$ cat src/rtl/qsdd_pkg.sv
// ----------------------------------------------------------------------------
// qsdd_pkg
// Shared types, constants and decision helpers for the 32-point cross-QAM
// slicer with differential quadrant decoding.
// ----------------------------------------------------------------------------
package qsdd_pkg;

  // Field widths
  localparam int unsigned SampleW = 16;
  localparam int unsigned ThrW    = 15;
  localparam int unsigned LabelW  = 5;
  localparam int unsigned CfgIdxW = 2;

  typedef logic [LabelW-1:0]         label_t;
  typedef logic [1:0]                quad_t;
  typedef logic signed [SampleW:0]   ext_t;

  // Configuration register indexes
  typedef enum logic [CfgIdxW-1:0] {
    CFG_INNER = 2'd0,
    CFG_OUTER = 2'd1
  } cfg_idx_e;

  // Decision thresholds as one group
  typedef struct packed {
    logic [ThrW-1:0] inner;
    logic [ThrW-1:0] outer;
  } thr_t;

  localparam logic [ThrW-1:0] InnerReset = 15'd3277;
  localparam logic [ThrW-1:0] OuterReset = 15'd6554;

  // Labels of the two outer I columns, indexed by the four-way Q bin
  localparam label_t LeftCol[4]  = '{5'd24, 5'd25, 5'd19, 5'd18};
  localparam label_t RightCol[4] = '{5'd10, 5'd11, 5'd1, 5'd0};

  // Labels of inner I columns 1..4, indexed by the six-way Q bin
  localparam label_t InnerCols[4][6] = '{
    '{5'd26, 5'd28, 5'd29, 5'd22, 5'd20, 5'd16},
    '{5'd27, 5'd30, 5'd31, 5'd23, 5'd21, 5'd17},
    '{5'd9,  5'd13, 5'd15, 5'd7,  5'd6,  5'd3 },
    '{5'd8,  5'd12, 5'd14, 5'd5,  5'd4,  5'd2 }
  };

  // Gray pair (b4,b3) to quadrant index, and back
  localparam quad_t GrayToQuad[4] = '{2'd0, 2'd3, 2'd1, 2'd2};
  localparam quad_t QuadToGray[4] = '{2'd0, 2'd2, 2'd3, 2'd1};

  // Six-way bin: the first comparison that holds wins, ties fall low.
  function automatic logic [2:0] bin6(ext_t x, ext_t t1, ext_t t2);
    logic [2:0] b;
    if (x <= -t2) begin
      b = 3'd0;
    end else if (x <= -t1) begin
      b = 3'd1;
    end else if (x <= ext_t'(0)) begin
      b = 3'd2;
    end else if (x <= t1) begin
      b = 3'd3;
    end else if (x <= t2) begin
      b = 3'd4;
    end else begin
      b = 3'd5;
    end
    return b;
  endfunction

  // Four-way bin used in the merged outer columns.
  function automatic logic [1:0] bin4(ext_t x, ext_t t1);
    logic [1:0] b;
    if (x <= -t1) begin
      b = 2'd0;
    end else if (x <= ext_t'(0)) begin
      b = 2'd1;
    end else if (x <= t1) begin
      b = 2'd2;
    end else begin
      b = 2'd3;
    end
    return b;
  endfunction

endpackage

$ cat src/rtl/qsdd_slicer.sv
// ----------------------------------------------------------------------------
// qsdd_slicer
// Hard-decision slicer: maps one I/Q sample to its 5-bit cross-QAM label.
// ----------------------------------------------------------------------------
module qsdd_slicer import qsdd_pkg::*; (
  input  logic [SampleW-1:0] i_sample_i,
  input  logic [SampleW-1:0] q_sample_i,
  input  thr_t               thr_i,
  output label_t             label_o
);

  ext_t       i_ext;
  ext_t       q_ext;
  ext_t       t1;
  ext_t       t2;
  logic [2:0] i_bin;
  logic [2:0] q_bin6;
  logic [1:0] q_bin4;
  logic [2:0] col_off;

  // Sign-extend samples and zero-extend thresholds to a common signed width.
  assign i_ext = ext_t'(signed'({i_sample_i[SampleW-1], i_sample_i}));
  assign q_ext = ext_t'(signed'({q_sample_i[SampleW-1], q_sample_i}));
  assign t1    = ext_t'(signed'({2'b00, thr_i.inner}));
  assign t2    = ext_t'(signed'({2'b00, thr_i.outer}));

  // Axis decisions.
  assign i_bin  = bin6(i_ext, t1, t2);
  assign q_bin6 = bin6(q_ext, t1, t2);
  assign q_bin4 = bin4(q_ext, t1);
  assign col_off = i_bin - 3'd1;

  // Outer columns use the merged four-way Q decision.
  always_comb begin
    unique case (i_bin) inside
      3'd0:    label_o = LeftCol[q_bin4];
      3'd5:    label_o = RightCol[q_bin4];
      3'd1, 3'd2, 3'd3, 3'd4: begin
        label_o = (q_bin6 <= 3'd5) ? InnerCols[col_off[1:0]][q_bin6] : '0;
      end
      default: label_o = '0;
    endcase
  end

endmodule

$ cat src/rtl/qam32_slicer_differential_decoder.sv
// ----------------------------------------------------------------------------
// qam32_slicer_differential_decoder
// 32-point cross-QAM hard-decision slicer with differential quadrant decoding.
// ----------------------------------------------------------------------------
// Usage:
//   Input channel (in_valid_i/in_ready_o) carries one signed Q2.13 I/Q sample
//   per transaction. Output channel (out_valid_o/out_ready_i) returns one
//   transaction per input: the decoded data symbol and the raw slicer label.
//   Configuration channel (cfg_valid_i/cfg_ready_o) writes the inner (index 0)
//   or outer (index 1) threshold; other indexes are ignored. It is always
//   ready and should be used only while the block is idle.
// Timing:
//   A sample is held in an input register, sliced and decoded from there,
//   and lands in the result register, which drives out_valid_o. Throughput
//   is one transaction per cycle while out_ready_i is high, set by the
//   single register-to-register decision path.
// Reset:
//   Thresholds return to 0.4 and 0.8, the previous quadrant to zero, and
//   both stages empty. The previous quadrant is kept across bursts.
// Stall:
//   While out_ready_i is low the result holds; one more sample is accepted
//   into the input register, then in_ready_o drops.
// ----------------------------------------------------------------------------
module qam32_slicer_differential_decoder import qsdd_pkg::*; (
  input  logic               clk_i,
  input  logic               rst_ni,
  // Configuration channel
  input  logic               cfg_valid_i,
  output logic               cfg_ready_o,
  input  logic [CfgIdxW-1:0] cfg_index_i,
  input  logic [ThrW-1:0]    cfg_data_i,
  // Input channel
  input  logic               in_valid_i,
  output logic               in_ready_o,
  input  logic [SampleW-1:0] in_phase_i,
  input  logic [SampleW-1:0] quadrature_i,
  // Output channel
  output logic               out_valid_o,
  input  logic               out_ready_i,
  output logic [LabelW-1:0]  data_symbol_o,
  output logic [LabelW-1:0]  sliced_label_o
);

  thr_t               thr_q;
  logic               s1_valid_q;
  logic [SampleW-1:0] i_q;
  logic [SampleW-1:0] q_q;
  logic               out_valid_q;
  label_t             data_q;
  label_t             label_q;
  quad_t              prev_quad_q;
  quad_t              prev_quad_d;

  logic               advance;
  logic               s1_fire;
  label_t             label;
  quad_t              quad;
  quad_t              diff;
  label_t             data_sym;

  // Configuration writes.
  assign cfg_ready_o = 1'b1;

  always_ff @(posedge clk_i or negedge rst_ni) begin
    if (!rst_ni) begin
      thr_q.inner <= InnerReset;
      thr_q.outer <= OuterReset;
    end else if (cfg_valid_i && cfg_ready_o) begin
      if (cfg_index_i == CFG_INNER) begin
        thr_q.inner <= cfg_data_i;
      end else if (cfg_index_i == CFG_OUTER) begin
        thr_q.outer <= cfg_data_i;
      end
    end
  end

  // Pipeline flow control: the result register frees when taken.
  assign advance    = !out_valid_q || out_ready_i;
  assign s1_fire    = s1_valid_q && advance;
  assign in_ready_o = !s1_valid_q || advance;

  // Input register.
  always_ff @(posedge clk_i or negedge rst_ni) begin
    if (!rst_ni) begin
      s1_valid_q <= 1'b0;
    end else if (in_ready_o) begin
      s1_valid_q <= in_valid_i;
    end
  end

  always_ff @(posedge clk_i) begin
    if (in_valid_i && in_ready_o) begin
      i_q <= in_phase_i;
      q_q <= quadrature_i;
    end
  end

  // Slicer.
  qsdd_slicer u_slicer (
    .i_sample_i (i_q),
    .q_sample_i (q_q),
    .thr_i      (thr_q),
    .label_o    (label)
  );

  // Differential quadrant decoding against the previous symbol.
  always_comb begin
    quad        = GrayToQuad[label[4:3]];
    diff        = quad - prev_quad_q;
    data_sym    = {QuadToGray[diff], label[2:0]};
    prev_quad_d = s1_fire ? quad : prev_quad_q;
  end

  always_ff @(posedge clk_i or negedge rst_ni) begin
    if (!rst_ni) begin
      prev_quad_q <= '0;
    end else begin
      prev_quad_q <= prev_quad_d;
    end
  end

  // Result register.
  always_ff @(posedge clk_i or negedge rst_ni) begin
    if (!rst_ni) begin
      out_valid_q <= 1'b0;
    end else if (advance) begin
      out_valid_q <= s1_valid_q;
    end
  end

  always_ff @(posedge clk_i) begin
    if (s1_fire) begin
      data_q  <= data_sym;
      label_q <= label;
    end
  end

  assign out_valid_o    = out_valid_q;
  assign data_symbol_o  = data_q;
  assign sliced_label_o = label_q;

`ifndef ASSERT_OFF
  // The stored quadrant moves only when a symbol enters the result register.
  a_prev_quad_hold: assert property (@(posedge clk_i) disable iff (!rst_ni)
    !s1_fire |=> $stable(prev_quad_q))
    else $error("previous quadrant changed without a decoded symbol");

  // A taken result with nothing behind it leaves the output empty.
  a_out_drain: assert property (@(posedge clk_i) disable iff (!rst_ni)
    (out_valid_q && out_ready_i && !s1_valid_q) |=> !out_valid_q)
    else $error("result repeated after being taken");

  // Input backpressure only when both stages are full and the output stalls.
  a_ready_low: assert property (@(posedge clk_i) disable iff (!rst_ni)
    !in_ready_o |-> (s1_valid_q && out_valid_q && !out_ready_i))
    else $error("input stalled with room in the pipeline");

  // The three low label bits pass through differential decoding untouched.
  a_low_bits: assert property (@(posedge clk_i) disable iff (!rst_ni)
    out_valid_o |-> (data_symbol_o[2:0] == sliced_label_o[2:0]))
    else $error("low data bits differ from the label");
`endif

endmodule
$ cat config.mk
export PLATFORM = sky130hd
export DESIGN_NAME = qam32_slicer_differential_decoder
export DESIGN_NICKNAME = d
export VERILOG_FILES = /design/src/rtl/qsdd_pkg.sv /design/src/rtl/qsdd_slicer.sv /design/src/rtl/qam32_slicer_differential_decoder.sv
export SDC_FILE = /design/constraint.sdc
export NUM_CORES = 1
export LEC_CHECK = 0
export BUFFER_PORTS_ARGS = -buffer_cell sky130_fd_sc_hd__buf_4
export CORE_MARGIN = 2
export CORE_UTILIZATION = 28
export CTS_CLUSTER_DIAMETER = 40
export DETAILED_ROUTE_END_ITERATION = 7
export MAX_ROUTING_LAYER = met4
export PLACE_DENSITY = 0.49
export SLEW_MARGIN = 20
export SYNTH_ARGS = -nofsm -noshare
export SYNTH_HDL_FRONTEND = slang
export SYNTH_SLANG_ARGS = --single-unit
$ cat constraint.sdc
create_clock -name clk_i -period 7.9 [get_ports clk_i]
set_input_delay 0.79 -clock clk_i [delete_from_list [all_inputs] [get_ports clk_i]]
set_output_delay 0.79 -clock clk_i [all_outputs]
set_load 0.01 [all_outputs]
==> report_table.html, run 1 <==
<table>
<tr><th>Metric</th><th>Value</th></tr>
<tr><th colspan="2">Yosys</th></tr>
<tr><td>Area leader, netlist</td><td>sky130_fd_sc_hd__ha_1</td></tr>
<tr><td>Ys async rst share</td><td>46.58%</td></tr>
<tr><td>Number of flops mapped to enable cells by yosys</td><td>39</td></tr>
<tr><td>Syn Area/Cell</td><td>9.875 µm²</td></tr>
<tr><td>Synth top area share</td><td>24.57%</td></tr>
<tr><td>Number of unique standard cell types used by synthesis</td><td>72</td></tr>
<tr><td>Net count after synthesis</td><td>842</td></tr>
<tr><td>Yosys warning count</td><td>0</td></tr>
<tr><td>Main synth FF type</td><td>sky130_fd_sc_hd__edfxtp_1</td></tr>
<tr><td>Syn Std Cell Area</td><td>6518 µm²</td></tr>
<tr><td>Main area contributors after synthesis</td><td>sky130_fd_sc_hd__ha_1 25%, sky130_fd_sc_hd__edfxtp_1 18%, sky130_fd_sc_hd__dfrtp_1 7.7%, sky130_fd_sc_hd__dfstp_2 5.6%, sky130_fd_sc_hd__xnor2_1 3.5%</td></tr>
<tr><td>Sequential area share after synthesis</td><td>31.29%</td></tr>
<tr><td>Post-synthesis register bit count</td><td>73</td></tr>
<tr><td>Number of instances in the synthesized netlist</td><td>660</td></tr>
<tr><th colspan="2">Power and ir drop</th></tr>
<tr><td>Sequential group share of total power</td><td>32.3%</td></tr>
<tr><td>Net switching power</td><td>0.6127 mW</td></tr>
<tr><td>Fraction of power consumed by the clock network</td><td>28.5%</td></tr>
<tr><td>Combinational cell fraction of total power</td><td>39.3%</td></tr>
<tr><td>Leakage dissipation</td><td>3.368 nW</td></tr>
<tr><td>Sw frac</td><td>35.85%</td></tr>
<tr><td>Overall Power</td><td>1.709 mW</td></tr>
<tr><td>Internal power</td><td>1.096 mW</td></tr>
<tr><td>Worst voltage drop across the vdd grid</td><td>104.3 µV</td></tr>
<tr><td>Power Dens Cells</td><td>222.4 nW/µm²</td></tr>
<tr><th colspan="2">Floorplan</th></tr>
<tr><td>Row cnt</td><td>55</td></tr>
<tr><td>Chip Height</td><td>156.6 µm</td></tr>
<tr><td>Number of top-level pins</td><td>67</td></tr>
<tr><td>Die Span X</td><td>156.6 µm</td></tr>
<tr><td>CORE AREA</td><td>22780 µm²</td></tr>
<tr><td>Area of the die</td><td>24510 µm²</td></tr>
<tr><td>Effective utilization at floorplan</td><td>28.61%</td></tr>
<tr><th colspan="2">Setup path</th></tr>
<tr><td>Critical path depth</td><td>25</td></tr>
<tr><td>Kind of cell adding the most delay to the critical path</td><td>simple AND/OR/NAND/NOR gates</td></tr>
<tr><td>Required time worst endpoint</td><td>8.01 ns</td></tr>
<tr><td>CP max-delay cell</td><td>sky130_fd_sc_hd__or4_1</td></tr>
<tr><td>Maximum fanout count along the critical path</td><td>6</td></tr>
<tr><td>Largest stage delay on the critical path</td><td>0.64 ns</td></tr>
<tr><td>Type of the worst setup path</td><td>reg2reg</td></tr>
<tr><td>Buf/Inv on CP</td><td>3</td></tr>
<tr><td>Worst path arrival time</td><td>6.16 ns</td></tr>
<tr><td>Launch instance of the worst register-to-register path</td><td>thr_q[16]$_DFFE_PN0P_</td></tr>
<tr><td>Worst reg2reg path depth</td><td>25</td></tr>
<tr><td>Type of origin of the critical path</td><td>flip-flop</td></tr>
<tr><td>Crit path capture type</td><td>flip-flop</td></tr>
<tr><td>CP startpoint</td><td>thr_q[16]$_DFFE_PN0P_</td></tr>
<tr><th colspan="2">Route</th></tr>
<tr><td>Remaining antenna violation count after routing</td><td>0</td></tr>
<tr><td>Routed length per placed instance</td><td>18.96 µm</td></tr>
<tr><td>Total via count in the routed design</td><td>5388</td></tr>
<tr><td>Avg Vias per Cell</td><td>5.166</td></tr>
<tr><td>Iteration-0 DRC count of the detailed router</td><td>256</td></tr>
<tr><td>First-pass detailed-route iteration total</td><td>5</td></tr>
<tr><td>Number of design rule violations left after detail routing</td><td>0</td></tr>
<tr><td>Detailed-route wire length</td><td>19770 µm</td></tr>
<tr><th colspan="2">STA</th></tr>
<tr><td>Final number of hold-violating endpoints</td><td>0</td></tr>
<tr><td>Worst Hold Slack</td><td>0.3939 ns</td></tr>
<tr><td>RSZ-0062 raised after global routing</td><td>no</td></tr>
<tr><td>Largest clock skew in the final design</td><td>0.01255 ns</td></tr>
<tr><td>Setup WS post-layout</td><td>1.852 ns</td></tr>
<tr><td>Total negative setup slack</td><td>0 ns</td></tr>
<tr><td>Pins Over Slew Limit</td><td>0</td></tr>
<tr><td>Time the final worst path needs with I/O delays and setup</td><td>6.048 ns</td></tr>
<tr><td>Top achievable clock speed</td><td>0.1653 GHz</td></tr>
<tr><td>Transition at the pin with the smallest max-transition slack</td><td>0.8629 ns</td></tr>
<tr><td>Slew HR</td><td>42.47%</td></tr>
<tr><td>Final Cycle Share</td><td>76.56%</td></tr>
<tr><td>Final Setup Violations</td><td>0</td></tr>
<tr><th colspan="2">Clock tree</th></tr>
<tr><td>Number of hold buffers added after CTS</td><td>0</td></tr>
<tr><td>Post-CTS Setup Bufs</td><td>0</td></tr>
<tr><td>Clock sink total</td><td>73</td></tr>
<tr><td>CTS buffer count</td><td>9</td></tr>
<tr><td>CTS H-Tree Depth</td><td>3</td></tr>
<tr><td>Buffer depth of the longest clock path</td><td>2</td></tr>
<tr><td>Count of cells resized by post-cts repair</td><td>0</td></tr>
<tr><td>Clock transition at the register clock pins on the worst setup and hold paths after CTS</td><td>0.07 ns</td></tr>
<tr><td>Clk_lat worst skew</td><td>0.36 ns</td></tr>
<tr><td>CTS tree</td><td>yes</td></tr>
<tr><td>Root buf cell</td><td>sky130_fd_sc_hd__clkbuf_16</td></tr>
<tr><th colspan="2">Placed design</th></tr>
<tr><td>Routability Congestion</td><td>0.8872</td></tr>
<tr><td>Number of I/O port buffers</td><td>65</td></tr>
<tr><td>Half-perimeter wire length of the detailed placement result</td><td>16090 µm</td></tr>
<tr><td>Instance area at placement</td><td>7348 µm²</td></tr>
<tr><td>Place WS</td><td>1.888 ns</td></tr>
<tr><th colspan="2">Global routing</th></tr>
<tr><td>Initial antenna violation count</td><td>0</td></tr>
<tr><td>Total global routing track utilization</td><td>17.21%</td></tr>
<tr><td>First-pass GRT wire length</td><td>30640 µm</td></tr>
<tr><td>Leftover overflow at the end of global routing</td><td>0</td></tr>
<tr><td>Largest net degree at the start of global routing</td><td>35</td></tr>
<tr><td>Vias in the first global route</td><td>5436</td></tr>
<tr><th colspan="2">Flow run</th></tr>
<tr><td>Number of maximum-capacitance constraint violations</td><td>0</td></tr>
<tr><th colspan="2">Cells and area</th></tr>
<tr><td>Fill count</td><td>2350</td></tr>
<tr><td>Layout overhead on the synthesized area</td><td>17.91%</td></tr>
<tr><td>Final design instance area without fill</td><td>7685 µm²</td></tr>
<tr><td>Antenna diode count</td><td>0</td></tr>
<tr><td>Proportion of layout cells with a drive suffix above 1</td><td>17.81%</td></tr>
<tr><td>Nets</td><td>907</td></tr>
<tr><th colspan="2">Run status</th></tr>
<tr><td>Outcome</td><td>finished clean</td></tr>
<tr><th colspan="2">Min path</th></tr>
<tr><td>Class of the tightest hold or removal check</td><td>in2async</td></tr>
</table>
placed cells by master (no fill, tap or decap), types with 20 or more instances in the layout:
cell	n
sky130_fd_sc_hd__ha_1	128
sky130_fd_sc_hd__buf_4	66
sky130_fd_sc_hd__inv_1	51
sky130_fd_sc_hd__nand2_1	44
sky130_fd_sc_hd__edfxtp_1	39
sky130_fd_sc_hd__o21ai_0	30
sky130_fd_sc_hd__nor2_1	28
sky130_fd_sc_hd__xnor2_1	26
sky130_fd_sc_hd__a21oi_1	26
sky130_fd_sc_hd__nand3_1	24
sky130_fd_sc_hd__dfrtp_1	20
final cells by class:
type	instances	area, µm²	area share [%]
timing repair buffer	66	495.5	6.447
sequential	73	2039	26.54
clock buffer	10	229.0	2.979
multi-input combinational	524	4230	55.05
tap	313	391.6	5.096
inverter	51	191.4	2.491
clock inverter	6	107.6	1.400
power groups by stage:
stage	combinational [mW]	sequential, mW	clock [mW]
finish	0.671	0.551	0.487
global route	0.761	0.560	0.507
CTS	0.671	0.551	0.495
detailed placement	0.666	0.558	0
global placement	0.665	0.558	0
floorplan	0.485	0.532	0
Yosys cell counts, types with 3 or more instances:
| cell | count |
|---|---|
| sky130_fd_sc_hd__dfrtp_1 | 20 |
| sky130_fd_sc_hd__o21bai_1 | 5 |
| sky130_fd_sc_hd__a21o_1 | 13 |
| sky130_fd_sc_hd__or3_1 | 8 |
| sky130_fd_sc_hd__a31oi_1 | 4 |
| sky130_fd_sc_hd__a21oi_1 | 26 |
| sky130_fd_sc_hd__a211oi_1 | 4 |
| sky130_fd_sc_hd__nor2b_1 | 7 |
| sky130_fd_sc_hd__xnor2_1 | 26 |
| sky130_fd_sc_hd__or4_1 | 4 |
| sky130_fd_sc_hd__or2_2 | 4 |
| sky130_fd_sc_hd__a2111oi_0 | 4 |
| sky130_fd_sc_hd__nand2b_1 | 7 |
| sky130_fd_sc_hd__o21ai_1 | 3 |
| sky130_fd_sc_hd__nand2_1 | 44 |
| sky130_fd_sc_hd__edfxtp_1 | 39 |
| sky130_fd_sc_hd__buf_4 | 4 |
| sky130_fd_sc_hd__dfstp_2 | 14 |
| sky130_fd_sc_hd__mux2_2 | 19 |
| sky130_fd_sc_hd__a211o_1 | 5 |
| sky130_fd_sc_hd__nor4_1 | 13 |
| sky130_fd_sc_hd__and4_1 | 9 |
| sky130_fd_sc_hd__o211ai_1 | 11 |
| sky130_fd_sc_hd__and2_1 | 3 |
| sky130_fd_sc_hd__nor2_1 | 28 |
| sky130_fd_sc_hd__o31ai_1 | 4 |
| sky130_fd_sc_hd__nand4_1 | 16 |
| sky130_fd_sc_hd__inv_1 | 51 |
| sky130_fd_sc_hd__clkbuf_1 | 6 |
| sky130_fd_sc_hd__ha_1 | 128 |
| sky130_fd_sc_hd__nand3_1 | 24 |
| sky130_fd_sc_hd__o21ai_0 | 30 |
| sky130_fd_sc_hd__o21a_1 | 13 |
| sky130_fd_sc_hd__nor3_1 | 14 |
worst register-to-register path: stages (launching register included):
cell                       delay (ns)
sky130_fd_sc_hd__dfrtp_1         0.37
sky130_fd_sc_hd__inv_1           0.13
sky130_fd_sc_hd__ha_1            0.21
sky130_fd_sc_hd__or4b_1          0.58
sky130_fd_sc_hd__or4_1           0.64
sky130_fd_sc_hd__nor4_1          0.27
sky130_fd_sc_hd__xnor2_1         0.16
sky130_fd_sc_hd__ha_1            0.33
sky130_fd_sc_hd__and4_1          0.22
sky130_fd_sc_hd__nand2_1         0.07
sky130_fd_sc_hd__or3_1           0.34
sky130_fd_sc_hd__o21ai_1         0.21
sky130_fd_sc_hd__nor2_1          0.06
sky130_fd_sc_hd__nor3_1          0.24
sky130_fd_sc_hd__inv_1           0.08
sky130_fd_sc_hd__o21a_1          0.23
sky130_fd_sc_hd__ha_1            0.20
sky130_fd_sc_hd__inv_1           0.11
sky130_fd_sc_hd__nand3_1         0.16
sky130_fd_sc_hd__o211ai_1        0.14
sky130_fd_sc_hd__o211ai_2        0.19
sky130_fd_sc_hd__xnor2_1         0.19
sky130_fd_sc_hd__ha_1            0.20
sky130_fd_sc_hd__xnor2_1         0.24
sky130_fd_sc_hd__xnor2_2         0.11
sky130_fd_sc_hd__xnor2_1         0.13
layer usage:
metal  global-route usage (%)  part of all wire (%)  vias up
li1                         -                     -     2637
met1                    21.30                    47     2632
met2                    29.56                    49       95
met3                    1.745                   2.0       24
met4                    5.461                   1.9        0
met5                        -                     0        -
registers in the layout, indices dropped and copies added, names as in the netlist:
name,count
sliced_label_o,2
out_valid_o,1
data_symbol_o,5
prev_quad_q,2
s1_valid_q,1
i_q,16
thr_q,30
q_q,16
metrics by stage:
stage                     util, %  cells
after floorplan                 -    660
after global placement      32.26   1027
after detailed placement    32.26   1027
after CTS                   33.74   1043
after global routing        33.74   1043
final                       33.74   1043
final timing paths:
path / endpoint / slack (ns)
min in group clk_i: prev_quad_q[0]$_DFFE_PN0P_ / 0.50
min: out_valid_o$_DFFE_PN0P_ / 0.39
min reg2reg: prev_quad_q[0]$_DFFE_PN0P_ / 0.50
max: data_symbol_o[4]$_DFFE_PP_ / 1.85
max in group asynchronous: thr_q[1]$_DFFE_PN1P_ / 7.12
max reg2reg: data_symbol_o[4]$_DFFE_PP_ / 1.85
cell families after synthesis:
| group | after synthesis | synth area share [%] |
|---|---|---|
| XOR/XNOR | 32 | 4.953 |
| AO/OA/AOI/OAI | 147 | 15.45 |
| flip-flops | 73 | 31.29 |
| AND/OR/NAND/NOR | 195 | 16.18 |
| buffers and inverters | 63 | 3.897 |
| other | 1 | 0.05754 |
| adder cells (fa/ha/maj) | 129 | 24.73 |
| multiplexers | 20 | 3.436 |
Power figures use the tool's default switching activity.
==> inputs of run 2 (changes only) <==
==> constraint.sdc (replaced) <==
create_clock -name clk_i -period 6.2 [get_ports clk_i]
set_input_delay 0.62 -clock clk_i [delete_from_list [all_inputs] [get_ports clk_i]]
set_output_delay 0.62 -clock clk_i [all_outputs]
set_load 0.01 [all_outputs]
==> run 2 against run 1 <==
Core utilization about the same. Critical path depth is the same. Worst hold slack got worse by 0.17 ns. Sequential share of layout area barely moved. Sequential power grew 28%. Sequential cell count is the same. Count of clock-buffer cells in the layout increased by 1. Final cell count increased by 0.19%. Setup slack worse by 1.4 ns. Cell area grew 0.15%. Via count decreased by 0.76%. Global-route usage is 0.20 points lower. Critical endpoint unchanged. Largest cell class unchanged. Largest power group unchanged. Highest routed layer unchanged.
==> report_table.html, run 2 (synthesis gave the netlist of run 1 again) <==
<table>
<tr><th>Metric</th><th>Value</th></tr>
<tr><th colspan="2">Global routing</th></tr>
<tr><td>First-pass GRT wire length</td><td>30460 µm</td></tr>
<tr><td>Total global routing track utilization</td><td>17.01%</td></tr>
<tr><td>Initial antenna violation count</td><td>0</td></tr>
<tr><td>Vias in the first global route</td><td>5411</td></tr>
<tr><td>Largest net degree at the start of global routing</td><td>35</td></tr>
<tr><td>Leftover overflow at the end of global routing</td><td>0</td></tr>
<tr><th colspan="2">Placed design</th></tr>
<tr><td>Routability Congestion</td><td>0.9035</td></tr>
<tr><td>Number of I/O port buffers</td><td>65</td></tr>
<tr><td>Instance area at placement</td><td>7363 µm²</td></tr>
<tr><td>Instance count after placement with tap cells included</td><td>1029</td></tr>
<tr><td>Half-perimeter wire length of the detailed placement result</td><td>16080 µm</td></tr>
<tr><th colspan="2">Cells and area</th></tr>
<tr><td>Nets</td><td>909</td></tr>
<tr><td>Fill count</td><td>2380</td></tr>
<tr><td>Layout overhead on the synthesized area</td><td>18.08%</td></tr>
<tr><td>Number of standard cells in the layout, taps in and fillers out</td><td>1045</td></tr>
<tr><td>Largest registers</td><td>thr_q x30, i_q x16, q_q x16</td></tr>
<tr><td>Register containing the most flip-flops in the final layout</td><td>thr_q</td></tr>
<tr><td>Final design instance area without fill</td><td>7696 µm²</td></tr>
<tr><td>Most common library cell in the layout ignoring fill and taps</td><td>sky130_fd_sc_hd__ha_1</td></tr>
<tr><td>Highest-count cells in the layout ignoring fill and taps</td><td>128 x sky130_fd_sc_hd__ha_1, 68 x sky130_fd_sc_hd__buf_4, 51 x sky130_fd_sc_hd__inv_1, 44 x sky130_fd_sc_hd__nand2_1, 39 x sky130_fd_sc_hd__edfxtp_1</td></tr>
<tr><td>Antenna diode count</td><td>0</td></tr>
<tr><td>Proportion of layout cells with a drive suffix above 1</td><td>18.31%</td></tr>
<tr><td>Flip-flop count of the largest register after layout</td><td>30</td></tr>
<tr><th colspan="2">Clock tree</th></tr>
<tr><td>Number of hold buffers added after CTS</td><td>0</td></tr>
<tr><td>Root buf cell</td><td>sky130_fd_sc_hd__clkbuf_16</td></tr>
<tr><td>Clock transition at the register clock pins on the worst setup and hold paths after CTS</td><td>0.06 ns</td></tr>
<tr><td>CTS tree</td><td>yes</td></tr>
<tr><td>Clock sink total</td><td>73</td></tr>
<tr><td>Buffer depth of the longest clock path</td><td>2</td></tr>
<tr><td>CTS buffer count</td><td>9</td></tr>
<tr><td>CTS H-Tree Depth</td><td>3</td></tr>
<tr><td>Clk_lat worst skew</td><td>0.35 ns</td></tr>
<tr><th colspan="2">Power and ir drop</th></tr>
<tr><td>Leakage dissipation</td><td>3.368 nW</td></tr>
<tr><td>Worst voltage drop across the vdd grid</td><td>133.2 µV</td></tr>
<tr><td>Power Dens Cells</td><td>277.4 nW/µm²</td></tr>
<tr><th colspan="2">Route</th></tr>
<tr><td>Routed length per placed instance</td><td>18.85 µm</td></tr>
<tr><td>Detailed-route wire length</td><td>19700 µm</td></tr>
<tr><td>First-pass detailed-route iteration total</td><td>5</td></tr>
<tr><td>Remaining antenna violation count after routing</td><td>0</td></tr>
<tr><td>Number of design rule violations left after detail routing</td><td>0</td></tr>
<tr><td>Avg Vias per Cell</td><td>5.117</td></tr>
<tr><td>Iteration-0 DRC count of the detailed router</td><td>321</td></tr>
<tr><td>Total via count in the routed design</td><td>5347</td></tr>
<tr><th colspan="2">STA</th></tr>
<tr><td>Time the final worst path needs with I/O delays and setup</td><td>5.776 ns</td></tr>
<tr><td>Final number of hold-violating endpoints</td><td>0</td></tr>
<tr><td>Total negative setup slack</td><td>0 ns</td></tr>
<tr><td>Largest clock skew in the final design</td><td>0.008523 ns</td></tr>
<tr><td>Slew HR</td><td>40.00%</td></tr>
<tr><td>Pins Over Slew Limit</td><td>0</td></tr>
<tr><td>Transition at the pin with the smallest max-transition slack</td><td>0.9000 ns</td></tr>
<tr><td>Final Setup Violations</td><td>0</td></tr>
<tr><td>Worst Hold Slack</td><td>0.2194 ns</td></tr>
<tr><td>Final Cycle Share</td><td>93.16%</td></tr>
<tr><td>Top achievable clock speed</td><td>0.1731 GHz</td></tr>
<tr><th colspan="2">Flow run</th></tr>
<tr><td>Number of maximum-capacitance constraint violations</td><td>0</td></tr>
<tr><th colspan="2">Setup path</th></tr>
<tr><td>Maximum fanout count along the critical path</td><td>6</td></tr>
<tr><td>Type of the worst setup path</td><td>reg2reg</td></tr>
<tr><td>Type of origin of the critical path</td><td>flip-flop</td></tr>
<tr><td>Worst path arrival time</td><td>5.88 ns</td></tr>
<tr><td>Required time worst endpoint</td><td>6.30 ns</td></tr>
<tr><td>Crit path capture type</td><td>flip-flop</td></tr>
<tr><th colspan="2">Floorplan</th></tr>
<tr><td>Effective utilization at floorplan</td><td>28.61%</td></tr>
<tr><td>CORE AREA</td><td>22780 µm²</td></tr>
<tr><td>Row cnt</td><td>55</td></tr>
<tr><td>Number of top-level pins</td><td>67</td></tr>
<tr><td>Chip Height</td><td>156.6 µm</td></tr>
<tr><td>Area of the die</td><td>24510 µm²</td></tr>
<tr><td>Die Span X</td><td>156.6 µm</td></tr>
<tr><th colspan="2">Min path</th></tr>
<tr><td>Class of the tightest hold or removal check</td><td>in2async</td></tr>
<tr><th colspan="2">Run status</th></tr>
<tr><td>Outcome</td><td>finished clean</td></tr>
</table>
[run 2: final cells by class]
class / count / area, µm² / share of cell area [%]
multi-input cells: 524 / 4240 / 55.10
inverters: 51 / 191.4 / 2.487
well taps: 313 / 391.6 / 5.089
clock buffers: 11 / 242.7 / 3.154
flip-flops and latches: 73 / 2039 / 26.50
clock inverters: 5 / 80.08 / 1.040
repair buffers: 68 / 510.5 / 6.633
[run 2: final timing paths]
path	cells after the start	slack [ns]	endpoint	from
max reg2reg	25	0.42	data_symbol_o[4]$_DFFE_PP_	thr_q[16]$_DFFE_PN0P_
min reg2reg	1	0.51	thr_q[5]$_DFFE_PN0P_	thr_q[5]$_DFFE_PN0P_
max in group asynchronous	1	5.60	thr_q[4]$_DFFE_PN1P_	rst_ni
min	1	0.22	prev_quad_q[0]$_DFFE_PN0P_	rst_ni
max	25	0.42	data_symbol_o[4]$_DFFE_PP_	thr_q[16]$_DFFE_PN0P_
min in group clk_i	1	0.44	q_q[3]$_DFFE_PP_	quadrature_i[3]
[run 2: per-stage QoR]
| step | total power, mW | setup WS, ns | utilization, % |
|---|---|---|---|
| 2_1_floorplan | 1.296 | 0.6612 | - |
| 3_3_place_gp | 1.561 | 0.3985 | 32.33 |
| 3_5_place_dp | 1.561 | 0.2915 | 32.33 |
| 4_1_cts | 2.153 | 0.2534 | 33.74 |
| 5_1_grt | 2.297 | -0.004601 | 33.79 |
| 6_report | 2.135 | 0.4243 | 33.79 |
[run 2: routing by layer]
layer,global-route usage [%],wire length [µm],up-vias
met3,2.243,797,18
met5,-,0,-
met1,21.32,8937,2566
li1,-,-,2632
met2,28.93,9667,131
met4,4.500,297,0
[run 2: timing repair]
| item | in CTS | in global routing |
|---|---|---|
| endpoints found under the setup margin | 0 | 2 |
| resized for setup | 0 | 2 |
| setup buffers | 0 | 0 |
[run 2: power breakdown]
group / switching, mW / internal (mW) / total, mW / leakage (nW)
Sequential: 0.0905 / 0.612 / 0.703 / 0.760
Combinational: 0.459 / 0.394 / 0.853 / 2.46
Clock: 0.216 / 0.363 / 0.579 / 0.152
Total: 0.765 / 1.37 / 2.13 / 3.37
[run 2: worst max-delay path, stage by stage (launching register included)]
cell and delay [ns]:
sky130_fd_sc_hd__dfrtp_1 0.37, sky130_fd_sc_hd__inv_1 0.13, sky130_fd_sc_hd__ha_1 0.22, sky130_fd_sc_hd__or4b_1 0.50, sky130_fd_sc_hd__or4_4 0.56, sky130_fd_sc_hd__nor4_2 0.20
sky130_fd_sc_hd__xnor2_1 0.14, sky130_fd_sc_hd__ha_1 0.33, sky130_fd_sc_hd__and4_1 0.22, sky130_fd_sc_hd__nand2_1 0.07, sky130_fd_sc_hd__or3_1 0.34, sky130_fd_sc_hd__o21ai_1 0.22
sky130_fd_sc_hd__nor2_1 0.06, sky130_fd_sc_hd__nor3_1 0.24, sky130_fd_sc_hd__inv_1 0.08, sky130_fd_sc_hd__o21a_1 0.22, sky130_fd_sc_hd__ha_1 0.20, sky130_fd_sc_hd__inv_1 0.11
sky130_fd_sc_hd__nand3_1 0.17, sky130_fd_sc_hd__o211ai_1 0.14, sky130_fd_sc_hd__o211ai_2 0.18, sky130_fd_sc_hd__xnor2_1 0.19, sky130_fd_sc_hd__ha_1 0.20, sky130_fd_sc_hd__xnor2_1 0.22
sky130_fd_sc_hd__xnor2_2 0.15, sky130_fd_sc_hd__xnor2_1 0.07
